===== src/rtl/cgd_pkg.sv =====
// Shared types, constants and command/status bundles for the CTC greedy decoder.
`timescale 1ns / 1ps
`default_nettype none

package cgd_pkg;

  // Field widths
  localparam int unsigned ScoreW  = 16;
  localparam int unsigned ClassW  = 15;
  localparam int unsigned CountW  = 16;
  localparam int unsigned SumW    = 25;
  localparam int unsigned EmitW   = 9;
  localparam int unsigned OutDataW = 40;

  // Q1.15 one, and the cap on counted emissions
  localparam logic [ScoreW-1:0] ScoreOne = 16'd32768;
  localparam logic [EmitW-1:0]  EmitCap  = 9'd511;

  // Largest supported class count; the effective count is clamped to this
  localparam int unsigned MaxClasses = 32768;
  localparam int unsigned ClassCapInt = (MaxClasses < 32768) ? MaxClasses : 32768;
  localparam logic [CountW-1:0] ClassCap = CountW'(ClassCapInt);

  // Register reset values
  localparam logic [CountW-1:0] ClassCountReset = 16'd97;
  localparam logic [CountW-1:0] LabelCountReset = 16'd96;

  // Restoring divider: one quotient bit per cycle over the whole sum
  localparam int unsigned DivSteps = SumW;
  localparam int unsigned DivCntW  = $clog2(DivSteps + 1);

  // Configuration register indexes
  typedef enum logic [0:0] {
    CFG_CLASS_COUNT = 1'b0,
    CFG_LABEL_COUNT = 1'b1
  } cgd_cfg_e;

  // Result kinds
  typedef enum logic [0:0] {
    KIND_CHAR    = 1'b0,
    KIND_SUMMARY = 1'b1
  } cgd_kind_e;

  // Controller states
  typedef enum logic [1:0] {
    ST_RUN,
    ST_DIV,
    ST_SUM
  } cgd_state_e;

  // Controller to datapath
  typedef struct packed {
    logic accept;     // input item taken this cycle
    logic load_char;  // load a character result into the output register
    logic div_start;  // sequence ended: latch sum and count, start divide
    logic div_step;   // run one divider iteration
    logic load_sum;   // load the summary result into the output register
  } cgd_cmd_t;

  // Datapath to controller
  typedef struct packed {
    logic emit;       // current item closes a step with a new character
    logic div_done;   // divider finished
  } cgd_sts_t;

endpackage

`default_nettype wire


===== src/rtl/cgd_ctrl.sv =====
// Controller: input/output handshakes and sequencing of the end-of-sequence divide.
`timescale 1ns / 1ps
`default_nettype none

module cgd_ctrl
  import cgd_pkg::*;
(
  input  wire logic     clk_i,
  input  wire logic     rst_ni,
  input  wire logic     in_valid_i,
  input  wire logic     in_last_i,
  output logic          in_ready_o,
  output logic          out_valid_o,
  input  wire logic     out_ready_i,
  input  wire cgd_sts_t sts_i,
  output cgd_cmd_t      cmd_o
);

  cgd_state_e state_q, state_d;
  logic       out_valid_q, out_valid_d;
  logic       out_free;

  // Output register can take a new item this cycle
  assign out_free   = !out_valid_q || out_ready_i;
  assign in_ready_o = (state_q == ST_RUN) && out_free;
  assign out_valid_o = out_valid_q;

  // Next state
  always_comb begin
    state_d = state_q;
    case (state_q)
      ST_RUN: begin
        if (in_valid_i && in_ready_o && in_last_i) state_d = ST_DIV;
      end
      ST_DIV: begin
        if (sts_i.div_done) state_d = ST_SUM;
      end
      ST_SUM: begin
        if (out_free) state_d = ST_RUN;
      end
      default: state_d = ST_RUN;
    endcase
  end

  // Commands
  always_comb begin
    cmd_o           = '0;
    cmd_o.accept    = in_valid_i && in_ready_o;
    cmd_o.load_char = cmd_o.accept && sts_i.emit;
    cmd_o.div_start = cmd_o.accept && in_last_i;
    cmd_o.div_step  = (state_q == ST_DIV);
    cmd_o.load_sum  = (state_q == ST_SUM) && out_free;
  end

  // Output valid flag
  always_comb begin
    out_valid_d = out_valid_q;
    if (cmd_o.load_char || cmd_o.load_sum) begin
      out_valid_d = 1'b1;
    end else if (out_ready_i) begin
      out_valid_d = 1'b0;
    end
  end

  always_ff @(posedge clk_i or negedge rst_ni) begin
    if (!rst_ni) begin
      state_q     <= ST_RUN;
      out_valid_q <= 1'b0;
    end else begin
      state_q     <= state_d;
      out_valid_q <= out_valid_d;
    end
  end

endmodule

`default_nettype wire


===== src/rtl/cgd_datapath.sv =====
// Datapath: config registers, per-step argmax, emission, score sum, divider, output register.
`timescale 1ns / 1ps
`default_nettype none

module cgd_datapath
  import cgd_pkg::*;
(
  input  wire logic                clk_i,
  input  wire logic                rst_ni,
  input  wire logic                cfg_we_i,
  input  wire logic [0:0]          cfg_index_i,
  input  wire logic [CountW-1:0]   cfg_data_i,
  input  wire logic [ScoreW-1:0]   class_score_i,
  input  wire logic                sequence_end_i,
  input  wire cgd_cmd_t            cmd_i,
  output cgd_sts_t                 sts_o,
  output logic [OutDataW-1:0]      out_data_o,
  output logic                     out_kind_o,
  output logic                     out_last_o
);

  // Configuration registers
  logic [CountW-1:0] class_count_q, label_count_q;

  // Sequence state
  logic [ClassW-1:0] class_counter_q, class_counter_d;
  logic [ScoreW-1:0] best_score_q, best_score_d;
  logic [ClassW-1:0] best_class_q, best_class_d;
  logic [ClassW-1:0] prev_class_q, prev_class_d;
  logic [SumW-1:0]   score_sum_q, score_sum_d;
  logic [EmitW-1:0]  emit_count_q, emit_count_d;

  // Divider state
  logic [SumW-1:0]    div_quo_q, div_quo_d;
  logic [EmitW-1:0]   div_rem_q, div_rem_d;
  logic [EmitW-1:0]   div_den_q, div_den_d;
  logic [DivCntW-1:0] div_cnt_q, div_cnt_d;
  logic               sum_empty_q, sum_empty_d;

  // Output payload
  logic [ClassW-1:0] out_idx_q, out_idx_d;
  logic              out_inval_q, out_inval_d;
  logic [ScoreW-1:0] out_mean_q, out_mean_d;
  logic              out_empty_q, out_empty_d;
  logic              out_kind_q, out_kind_d;
  logic              out_last_q, out_last_d;

  // Per-item combinational signals
  logic [ScoreW-1:0] score_sat;
  logic [CountW-1:0] n_eff;
  logic              take;
  logic [ScoreW-1:0] cur_score;
  logic [ClassW-1:0] cur_class;
  logic              step_end;
  logic              emit;
  logic              count_it;
  logic [ClassW-1:0] emit_idx;
  logic              emit_inval;
  logic [SumW-1:0]   sum_next;
  logic [EmitW-1:0]  count_next;

  // Divider step signals
  logic [EmitW:0]    div_trial;
  logic              div_fits;
  logic [ScoreW-1:0] mean_clamped;

  // Config writes
  always_ff @(posedge clk_i or negedge rst_ni) begin
    if (!rst_ni) begin
      class_count_q <= ClassCountReset;
      label_count_q <= LabelCountReset;
    end else if (cfg_we_i) begin
      case (cgd_cfg_e'(cfg_index_i))
        CFG_CLASS_COUNT: class_count_q <= cfg_data_i;
        CFG_LABEL_COUNT: label_count_q <= cfg_data_i;
        default: ;
      endcase
    end
  end

  // Saturate score, clamp class count
  always_comb begin
    score_sat = (class_score_i > ScoreOne) ? ScoreOne : class_score_i;
    n_eff     = (class_count_q == '0) ? CountW'(1) : class_count_q;
    if (n_eff > ClassCap) n_eff = ClassCap;
  end

  // Running argmax and step close
  always_comb begin
    take       = (class_counter_q == '0) || (score_sat > best_score_q);
    cur_score  = take ? score_sat : best_score_q;
    cur_class  = take ? class_counter_q : best_class_q;
    step_end   = (({1'b0, class_counter_q} + CountW'(1)) >= n_eff) || sequence_end_i;
    emit       = step_end && (cur_class != '0) && (cur_class != prev_class_q);
    emit_idx   = cur_class - ClassW'(1);
    emit_inval = ({1'b0, emit_idx} >= label_count_q);
    count_it   = emit && (emit_count_q != EmitCap);
    sum_next   = count_it ? (score_sum_q + {{(SumW-ScoreW){1'b0}}, cur_score}) : score_sum_q;
    count_next = count_it ? (emit_count_q + EmitW'(1)) : emit_count_q;
  end

  // Sequence state update
  always_comb begin
    class_counter_d = class_counter_q;
    best_score_d    = best_score_q;
    best_class_d    = best_class_q;
    prev_class_d    = prev_class_q;
    score_sum_d     = score_sum_q;
    emit_count_d    = emit_count_q;
    if (cmd_i.accept) begin
      if (step_end) begin
        prev_class_d    = cur_class;
        class_counter_d = '0;
        best_score_d    = '0;
        best_class_d    = '0;
      end else begin
        class_counter_d = class_counter_q + ClassW'(1);
        best_score_d    = cur_score;
        best_class_d    = cur_class;
      end
      score_sum_d  = sum_next;
      emit_count_d = count_next;
      // sequence boundary: back to reset
      if (sequence_end_i) begin
        class_counter_d = '0;
        best_score_d    = '0;
        best_class_d    = '0;
        prev_class_d    = '0;
        score_sum_d     = '0;
        emit_count_d    = '0;
      end
    end
  end

  // Restoring divider, one quotient bit per cycle; remainder stays below a nonzero divisor
  always_comb begin
    div_trial   = {div_rem_q, div_quo_q[SumW-1]};
    div_fits    = (div_trial >= {1'b0, div_den_q});
    div_quo_d   = div_quo_q;
    div_rem_d   = div_rem_q;
    div_den_d   = div_den_q;
    div_cnt_d   = div_cnt_q;
    sum_empty_d = sum_empty_q;
    if (cmd_i.div_start) begin
      div_quo_d   = sum_next;
      div_rem_d   = '0;
      div_den_d   = count_next;
      div_cnt_d   = DivCntW'(DivSteps);
      sum_empty_d = (count_next == '0);
    end else if (cmd_i.div_step && (div_cnt_q != '0)) begin
      div_rem_d = div_fits ? EmitW'(div_trial - {1'b0, div_den_q}) : div_trial[EmitW-1:0];
      div_quo_d = {div_quo_q[SumW-2:0], div_fits};
      div_cnt_d = div_cnt_q - DivCntW'(1);
    end
  end

  always_comb begin
    mean_clamped = (div_quo_q > {{(SumW-ScoreW){1'b0}}, ScoreOne}) ?
                   ScoreOne : div_quo_q[ScoreW-1:0];
  end

  // Output register load
  always_comb begin
    out_idx_d   = out_idx_q;
    out_inval_d = out_inval_q;
    out_mean_d  = out_mean_q;
    out_empty_d = out_empty_q;
    out_kind_d  = out_kind_q;
    out_last_d  = out_last_q;
    if (cmd_i.load_char) begin
      out_idx_d   = emit_idx;
      out_inval_d = emit_inval;
      out_mean_d  = '0;
      out_empty_d = 1'b0;
      out_kind_d  = KIND_CHAR;
      out_last_d  = 1'b0;
    end else if (cmd_i.load_sum) begin
      out_idx_d   = '0;
      out_inval_d = 1'b0;
      out_mean_d  = sum_empty_q ? '0 : mean_clamped;
      out_empty_d = sum_empty_q;
      out_kind_d  = KIND_SUMMARY;
      out_last_d  = 1'b1;
    end
  end

  // Control-state registers
  always_ff @(posedge clk_i or negedge rst_ni) begin
    if (!rst_ni) begin
      class_counter_q <= '0;
      best_score_q    <= '0;
      best_class_q    <= '0;
      prev_class_q    <= '0;
      score_sum_q     <= '0;
      emit_count_q    <= '0;
      div_cnt_q       <= '0;
    end else begin
      class_counter_q <= class_counter_d;
      best_score_q    <= best_score_d;
      best_class_q    <= best_class_d;
      prev_class_q    <= prev_class_d;
      score_sum_q     <= score_sum_d;
      emit_count_q    <= emit_count_d;
      div_cnt_q       <= div_cnt_d;
    end
  end

  // Payload registers
  always_ff @(posedge clk_i) begin
    div_quo_q   <= div_quo_d;
    div_rem_q   <= div_rem_d;
    div_den_q   <= div_den_d;
    sum_empty_q <= sum_empty_d;
    out_idx_q   <= out_idx_d;
    out_inval_q <= out_inval_d;
    out_mean_q  <= out_mean_d;
    out_empty_q <= out_empty_d;
    out_kind_q  <= out_kind_d;
    out_last_q  <= out_last_d;
  end

  // Status and output packing
  assign sts_o.emit     = emit;
  assign sts_o.div_done = (div_cnt_q == '0);

  assign out_data_o = {{(OutDataW-ClassW-1-ScoreW-1){1'b0}},
                       out_empty_q, out_mean_q, out_inval_q, out_idx_q};
  assign out_kind_o = out_kind_q;
  assign out_last_o = out_last_q;

endmodule

`default_nettype wire


===== src/rtl/ctc_greedy_decoder_unit.sv =====
// A character item is registered from the score that closes its step and appears in the
// cycle after its acceptance. For the summary the last score's accept latches sum and
// count, the bit-serial divider runs, the controller sees it done, then the summary is
// loaded when the output is free. Throughput: one score per cycle within a sequence while
// the output drains; after a sequence end input waits for the divide and summary load.
// Reset (rst_ni low, async) clears sequence state, sets class_count 97 and label_count 96.
`timescale 1ns / 1ps
`default_nettype none

module ctc_greedy_decoder_unit
  import cgd_pkg::*;
(
  input  wire logic                clk_i,
  input  wire logic                rst_ni,
  // configuration write channel
  input  wire logic                cfg_valid_i,
  output logic                     cfg_ready_o,
  input  wire logic [0:0]          cfg_index_i,
  input  wire logic [CountW-1:0]   cfg_data_i,
  // score input
  input  wire logic                s_axis_tvalid_i,
  output logic                     s_axis_tready_o,
  input  wire logic [ScoreW-1:0]   s_axis_tdata_i,   // [15:0] class_score
  input  wire logic                s_axis_tlast_i,   // sequence_end
  // result output
  output logic                     m_axis_tvalid_o,
  input  wire logic                m_axis_tready_i,
  output logic [OutDataW-1:0]      m_axis_tdata_o,   // [14:0] label_index, [15] index_invalid,
                                                     // [31:16] mean_score, [32] text_empty,
                                                     // [39:33] zero
  output logic                     m_axis_tuser_o,   // item_kind
  output logic                     m_axis_tlast_o    // last
);

  cgd_cmd_t cmd;
  cgd_sts_t sts;

  // Config writes are always taken
  assign cfg_ready_o = 1'b1;

  cgd_ctrl u_ctrl (
    .clk_i       (clk_i),
    .rst_ni      (rst_ni),
    .in_valid_i  (s_axis_tvalid_i),
    .in_last_i   (s_axis_tlast_i),
    .in_ready_o  (s_axis_tready_o),
    .out_valid_o (m_axis_tvalid_o),
    .out_ready_i (m_axis_tready_i),
    .sts_i       (sts),
    .cmd_o       (cmd)
  );

  cgd_datapath u_datapath (
    .clk_i          (clk_i),
    .rst_ni         (rst_ni),
    .cfg_we_i       (cfg_valid_i && cfg_ready_o),
    .cfg_index_i    (cfg_index_i),
    .cfg_data_i     (cfg_data_i),
    .class_score_i  (s_axis_tdata_i),
    .sequence_end_i (s_axis_tlast_i),
    .cmd_i          (cmd),
    .sts_o          (sts),
    .out_data_o     (m_axis_tdata_o),
    .out_kind_o     (m_axis_tuser_o),
    .out_last_o     (m_axis_tlast_o)
  );

endmodule

`default_nettype wire


===== config.mk =====
export PLATFORM = sky130hd
export DESIGN_NAME = ctc_greedy_decoder_unit
export DESIGN_NICKNAME = d
export VERILOG_FILES = /design/src/rtl/cgd_pkg.sv /design/src/rtl/cgd_ctrl.sv /design/src/rtl/cgd_datapath.sv /design/src/rtl/ctc_greedy_decoder_unit.sv
export SDC_FILE = /design/constraint.sdc
export NUM_CORES = 1
export LEC_CHECK = 0
export BUFFER_PORTS_ARGS = -buffer_cell sky130_fd_sc_hd__buf_2
export CAP_MARGIN = 5
export CORE_MARGIN = 1
export CORE_UTILIZATION = 55
export CTS_BUF_LIST = sky130_fd_sc_hd__clkbuf_8
export DETAILED_ROUTE_END_ITERATION = 12
export PLACE_DENSITY = 0.7
export SYNTH_ARGS = -nofsm -noshare
export SYNTH_HDL_FRONTEND = slang
export SYNTH_SLANG_ARGS = --single-unit

===== constraint.sdc =====
create_clock -name clk_i -period 13 [get_ports clk_i]
set_input_delay 0.65 -clock clk_i [delete_from_list [all_inputs] [get_ports clk_i]]
set_output_delay 0.65 -clock clk_i [all_outputs]
set_load 0.03 [all_outputs]

* Word-level counts from Yosys, hierarchy flattened
Cells that the tools add are included.
Storage, ports and cells: input port bits 39, register bits after elaboration 213, logic and storage cells 105
Cells by class: eq/ne operators 7, order comparisons 7, reduce and logical (&&, ||, !) cells 29, bitwise logic cells 1, multiplexer cells 34, add/subtract/negate cells 7
Operators by type and width (count):
- 15-bit two-way mux | 9
- 16-bit two-way mux | 8
- 25-bit two-way mux | 4
- 16-bit greater-than comparator, second input constant | 2
- 9-bit two-way mux | 3
- 25-bit by 16-bit adder with 25-bit output | 1
- 25-bit by 16-bit greater-than comparator with 1-bit output, second input constant | 1
- 15-bit by 1-bit adder with 16-bit output, second input constant | 1
- 15-bit by 16-bit greater-or-equal comparator with 1-bit output | 1
- 16-bit greater-or-equal comparator | 1
- 16-bit greater-than comparator | 1
- 16-bit zero test | 1
- 15-bit by 1-bit adder with 15-bit output, second input constant | 1
- 15-bit zero test | 1
- 15-bit != test | 1
- 15-bit nonzero test | 1
- 15-bit by 1-bit subtractor with 15-bit output, second input constant | 1
- 10-bit by 9-bit greater-or-equal comparator with 1-bit output | 1
- 5-bit two-way mux | 2
- 9-bit by 1-bit adder with 9-bit output, second input constant | 1
- 1-bit logical AND | 9
- 9-bit zero test | 1
- 9-bit != test, second input constant | 1
- 9-bit subtractor | 1
- other kinds (17) | 31

* Depth between registers and ports, before layout
depth after elaboration 11, mapped depth 27, gate-level depth less buffers 26

* Cells and area by module
A second synthesis with hierarchy kept.
Unflattened totals: cell total of the unflattened synthesis 1409, area total of the unflattened synthesis 13203.9 um^2
By module, submodules not included:
- cgd_datapath | seq. area each 5381.4 um^2, instances 1, area each 13008.7 um^2, cells an instance 1388
- cgd_ctrl | seq. area each 75.1 um^2, instances 1, area each 183.9 um^2, cells an instance 19
- ctc_greedy_decoder_unit | seq. area each 0.0 um^2, instances 1, area each 11.3 um^2, cells an instance 2

* Least setup slack after synthesis
No wires, ideal clock.
path type input -> register, start point input port s_axis_tdata_i[15], end point register u_datapath.div_quo_q[18], data pin, cell stages on the path 25, buffers on the path 3, setup slack 7.365 ns, data arrival time 5.366 ns, setup time 0.269 ns, path through clkbuf_1 nor2b_1 ha_1 nand4_2 o21bai_1 or4_4 buf_6 o21ai_4 buf_2 nand2_1 o21ai_0 ha_1 inv_1 fa_1 nor2b_1 o21a_1 o21ai_0 a21oi_1 nand4_1 a31oi_1 a31oi_1 o21ai_0 nand4_1 xnor2_1 o21ai_0
Between the ends: word-level cells in the longest chain between the ends 11, elaborated cells on any way between the ends 14, classes of those cells add/sub (1); order compare (2); eq/ne (1); mux (5); reduce/logical (5)
RTL lines:
- start, declared | line ctc_greedy_decoder_unit.sv:23 | input wire logic [ScoreW-1:0] s_axis_tdata_i,
- 16-bit greater-than comparator | line cgd_datapath.sv:83 | score_sat = (class_score_i > ScoreOne) ? ScoreOne : class_score_i;
- 16-bit two-way mux * | line cgd_datapath.sv:83
- branches (longest 7 deep; another with 25-bit by 16-bit adder with 25-bit output)
- 25-bit two-way mux * | line cgd_datapath.sv:98 | sum_next = count_it ? (score_sum_q + {{(SumW-ScoreW){1'b0}}, cur_score}) : score_sum_q;
- 25-bit two-way mux * | line cgd_datapath.sv:144 | if (cmd_i.div_start) begin
- net u_datapath.div_quo_d[18] | line cgd_datapath.sv:34 | logic [SumW-1:0] div_quo_q, div_quo_d;
- end signal, assigned | line cgd_datapath.sv:210 | div_quo_q <= div_quo_d;
- end, declared | line cgd_datapath.sv:34
Mark *: on every way through the listed nets, which the timed path passes. A chain may end at the register's enable or synchronous reset.

* Final worst setup path
start point input port s_axis_tdata_i[3], end point register u_datapath.out_idx_q[2] (enable)
Between the ends: word-level cells in the longest chain between the ends 10, elaborated cells on any way between the ends 11, classes of those cells order compare (2); eq/ne (1); mux (2); reduce/logical (6)
RTL lines:
- 16-bit greater-than comparator | line cgd_datapath.sv:83
- 16-bit two-way mux * | line cgd_datapath.sv:83
- 16-bit greater-than comparator * | line cgd_datapath.sv:90 | take = (class_counter_q == '0) || (score_sat > best_score_q);
- 1-bit logical OR * | line cgd_datapath.sv:90
- 15-bit two-way mux * | line cgd_datapath.sv:92 | cur_class = take ? class_counter_q : best_class_q;
- 15-bit nonzero test | line cgd_datapath.sv:94 | emit = step_end && (cur_class != '0) && (cur_class != prev_class_q);
- 1-bit logical AND | line cgd_datapath.sv:94
- 1-bit logical AND * | line cgd_datapath.sv:94
- 1-bit logical AND * | line cgd_ctrl.sv:49 | cmd_o.load_char = cmd_o.accept && sts_i.emit;
- 2-bit nonzero test (no source line) *
- end signal, assigned | line cgd_datapath.sv:214 | out_idx_q <= out_idx_d;
- end, declared | line cgd_datapath.sv:41 | logic [ClassW-1:0] out_idx_q, out_idx_d;
Mark *: on every way between the ends. The rest lies on a longest branch, timed or not.

==> results.ini <==
[clocking]
cts-resized-gates=0
clk-insertion-delay-late_ps=550
clk_root_buffer_cell=sky130_fd_sc_hd__clkbuf_8
clock-sinks=213
clock_tree.buffer_depth=3
cts_bufs_inserted=38
ctsHtreeMaxLevel=2
tritoncts=done
hold_buffers=0
post_cts.repair.setup_buffers=0
clk_transition_reported_paths_ps=60

[critical_path]
worstReg2RegEnd=u_datapath.out_idx_q[2]
r2r_cells=13
critical_path.cell_chain=buf_2 > nor4_1 > nand4_1 > nand2_1 > nand2_1 > inv_1 > ha_1 > nand4_1 > nor4_1 > a21oi_1 > a22oi_1 > xnor2_1 > or4_1 > or3_1 > nand2_1 > and2_1 > inv_1
worstSetupEndpoint=u_datapath.out_idx_q[2]
worstSetupStartpointType=input port
reg2reg_slack_ps=6960
critical_path_peak_fanout=26
critical_path_s_most_frequent_cell=sky130_fd_sc_hd__nand2_1
r2r-start=u_datapath.best_score_q[13]
critical-path-max-stage-delay_ps=1020
worstPathRequired_ps=13180
critPathLaunch=s_axis_tdata_i[3]
setup.worst_path.class=input port to register
endpoint_kind=register
critPathSlowestCell=sky130_fd_sc_hd__nor4_1
worst_ep_arrival_time_ps=6500

[power]
powerDensity_mw_per_mm2=222
worst_ir_drop_vdd_mv=0.123
p_leak_nw=6.45
fin_total_pwr_mw=3.14

[synthesis]
synthCells=1385
synth_sequential_area_ratio_pct=42.0
syn-mean-instance-area_um2=9.39
netlist_area_mm2=0.0130
number_of_enable_flip_flop_cells_after_synthesis=51
postSynth.asyncResetShare_pct=63.4
synth.ff_latch_count=213
number_of_warnings_reported_in_the_yosys_synthesis_log=0
synth_cell_types=80
dominantRegCellSynth=sky130_fd_sc_hd__dfrtp_1

[placed_design]
number_of_buffer_cells_added_on_primary_ports=75
detailed_place_hpwl_mm=22.1
finalWeightedCongestion=0.915
detailed_place.area_mm2=0.0134
dp_worst_setup_slack_ps=6150

[timing]
worst_slew_pin_slew_ps=1170
setup_slack_ps=6670
slew_headroom_pct=21.1
share_of_the_cycle_needed_by_the_critical_path_after_routing_pct=48.7
fmax_mhz=158
fin_skew_ps=28.3
rsz0062_at_grt=no
final_period_minus_worst_setup_slack_ps=6330
slew_viol_final=0
hold_vio_cnt_final=0
timing.setup.tns_ps=0
setup_viol=0

[finish]
area_delta_synth_final_pct=9.14
finalCoreUtilization_pct=61.9
drive_gt1_share_pct=14.0
area_of_the_multi_input_gates_mm2=0.00685
most_used_cells_in_the_layout_excluding_fill_and_tap_cells=sky130_fd_sc_hd__nand2_1, sky130_fd_sc_hd__dfrtp_1, sky130_fd_sc_hd__o21ai_0
final_design_area_no_fill_mm2=0.0142
antenna_cells=0
register_area_mm2=0.00546
mostFrequentLayoutCell=sky130_fd_sc_hd__nand2_1
fillers=1973
num-nets-final=1549

[floorplanning]
overall_die_height_um=156
count_of_standard_cell_rows=55
fp.dieArea_mm2=0.0243
io_pins=84
die_w_um=156
core_region_area_mm2=0.0229
initial_core_util_pct=56.7

[global_route]
grt_first_pass_wirelength_mm=51.2
pin_count_of_the_biggest_net_entering_global_routing=88
global_route.usage.total_pct=26.5
grt_pass1_vias=9865
antenna_violations_before_repair=0
grt-ovfl-total=0

[routing]
detail-route-antenna-nets=0
drt_first_iter_violations=880
remaining_drc_errors=0
detailedRoute.firstPassIterationCount=6
wl_per_cell_um=17.5
count_of_vias_placed_by_the_detailed_router=10400
routed_wirelength_mm=31.0
post_drt_via_cell_ratio=5.86

[run_status]
run_status=finished, final reports clean

[job]
maxCapViolCount=0

[min_path]
timing.hold.worst.class=input port to asynchronous set/reset pin

## metal layers
layer	GRT usage (%)	wire [um]
met5	0	0
met3	3.89	1710
met4	8.59	760
met1	37.3	14400
met2	42.2	14100
## power breakdown
part           internal (mW)  leakage (nW)  switching (mW)
Clock                  0.338         0.427           0.289
Combinational          0.562          3.59           0.920
Sequential             0.886          2.44           0.150
## synth_stat cells, types with 33 or more instances
| cell | count | share of area (%) |
|---|---|---|
| sky130_fd_sc_hd__o21ai_0 | 91 | 3.5 |
| sky130_fd_sc_hd__nand2_1 | 178 | 5.1 |
| sky130_fd_sc_hd__edfxtp_1 | 51 | 12 |
| sky130_fd_sc_hd__xnor2_1 | 47 | 3.2 |
| sky130_fd_sc_hd__nor2_1 | 52 | 1.5 |
| sky130_fd_sc_hd__dfrtp_1 | 130 | 25 |
| sky130_fd_sc_hd__mux2_2 | 40 | 3.5 |
| sky130_fd_sc_hd__nand3_1 | 54 | 2.1 |
| sky130_fd_sc_hd__clkbuf_1 | 51 | 1.5 |
| sky130_fd_sc_hd__a21oi_1 | 43 | 1.7 |
| sky130_fd_sc_hd__inv_1 | 76 | 2.2 |
| sky130_fd_sc_hd__ha_1 | 79 | 7.6 |
| sky130_fd_sc_hd__o31ai_1 | 33 | 1.9 |
## critical path: cells and delay by family
| kind | cells | cell delay [ps] |
|---|---|---|
| AO/OA/AOI/OAI | 2 | 780 |
| XOR/XNOR | 1 | 130 |
| adder cells (fa/ha/maj) | 1 | 160 |
| buffers and inverters | 3 | 660 |
| AND/OR/NAND/NOR | 10 | 4100 |
## registers in the layout (all words and copies together) (netlist names), 2 cells and up
name	flops
u_ctrl.state_q	2
u_datapath.best_class_q	15
u_datapath.best_score_q	16
u_datapath.class_count_q	16
u_datapath.class_counter_q	15
u_datapath.div_cnt_q	5
u_datapath.div_den_q	9
u_datapath.div_quo_q	25
u_datapath.div_rem_q	9
u_datapath.emit_count_q	9
u_datapath.label_count_q	16
u_datapath.out_idx_q	15
u_datapath.out_mean_q	16
u_datapath.prev_class_q	15
u_datapath.score_sum_q	25
## cell families (layout without fill, tap and decap cells)
kind of cell,Yosys count,in the layout,synth area share [%]
other,2,8,0.0578
muxes,72,72,6.10
DFF,213,213,42.0
xor gates and xnor gates,71,71,4.78
buffers and inverters,165,230,5.60
and+or+nand+nor,475,475,18.3
adders and majority gates,81,81,7.91
AOI/OAI and AO/OA,306,306,15.2
## area by class of cell
cell class	count	share of cell area, %
multi-input cells	1013	48.3
flip-flops and latches	213	38.5
clock buffers	42	4.07
repair buffers	86	3.27
well taps	313	2.76
inverters	77	2.04
clock inverters	25	1.14
## per-stage QoR
stage	instances	hold slack, ps
2_1_floorplan	1391	354
3_3_place_gp	1702	457
3_5_place_dp	1702	462
4_1_cts	1769	138
5_1_grt	1769	166
6_report	1769	115
## worst min-delay path by stage
stage,startpoint,end,slack [ps]
floorplan,rst_ni,u_ctrl.out_valid_o,350
global placement,u_datapath.out_mean_q[10],u_datapath.out_mean_q[10],460
detailed placement,u_datapath.out_mean_q[0],u_datapath.out_mean_q[0],460
CTS,rst_ni,u_datapath.best_score_q[6],140
global route,rst_ni,u_datapath.best_score_q[6],170
finish,rst_ni,u_datapath.best_score_q[7],110
(Power assumes the default switching activity.)
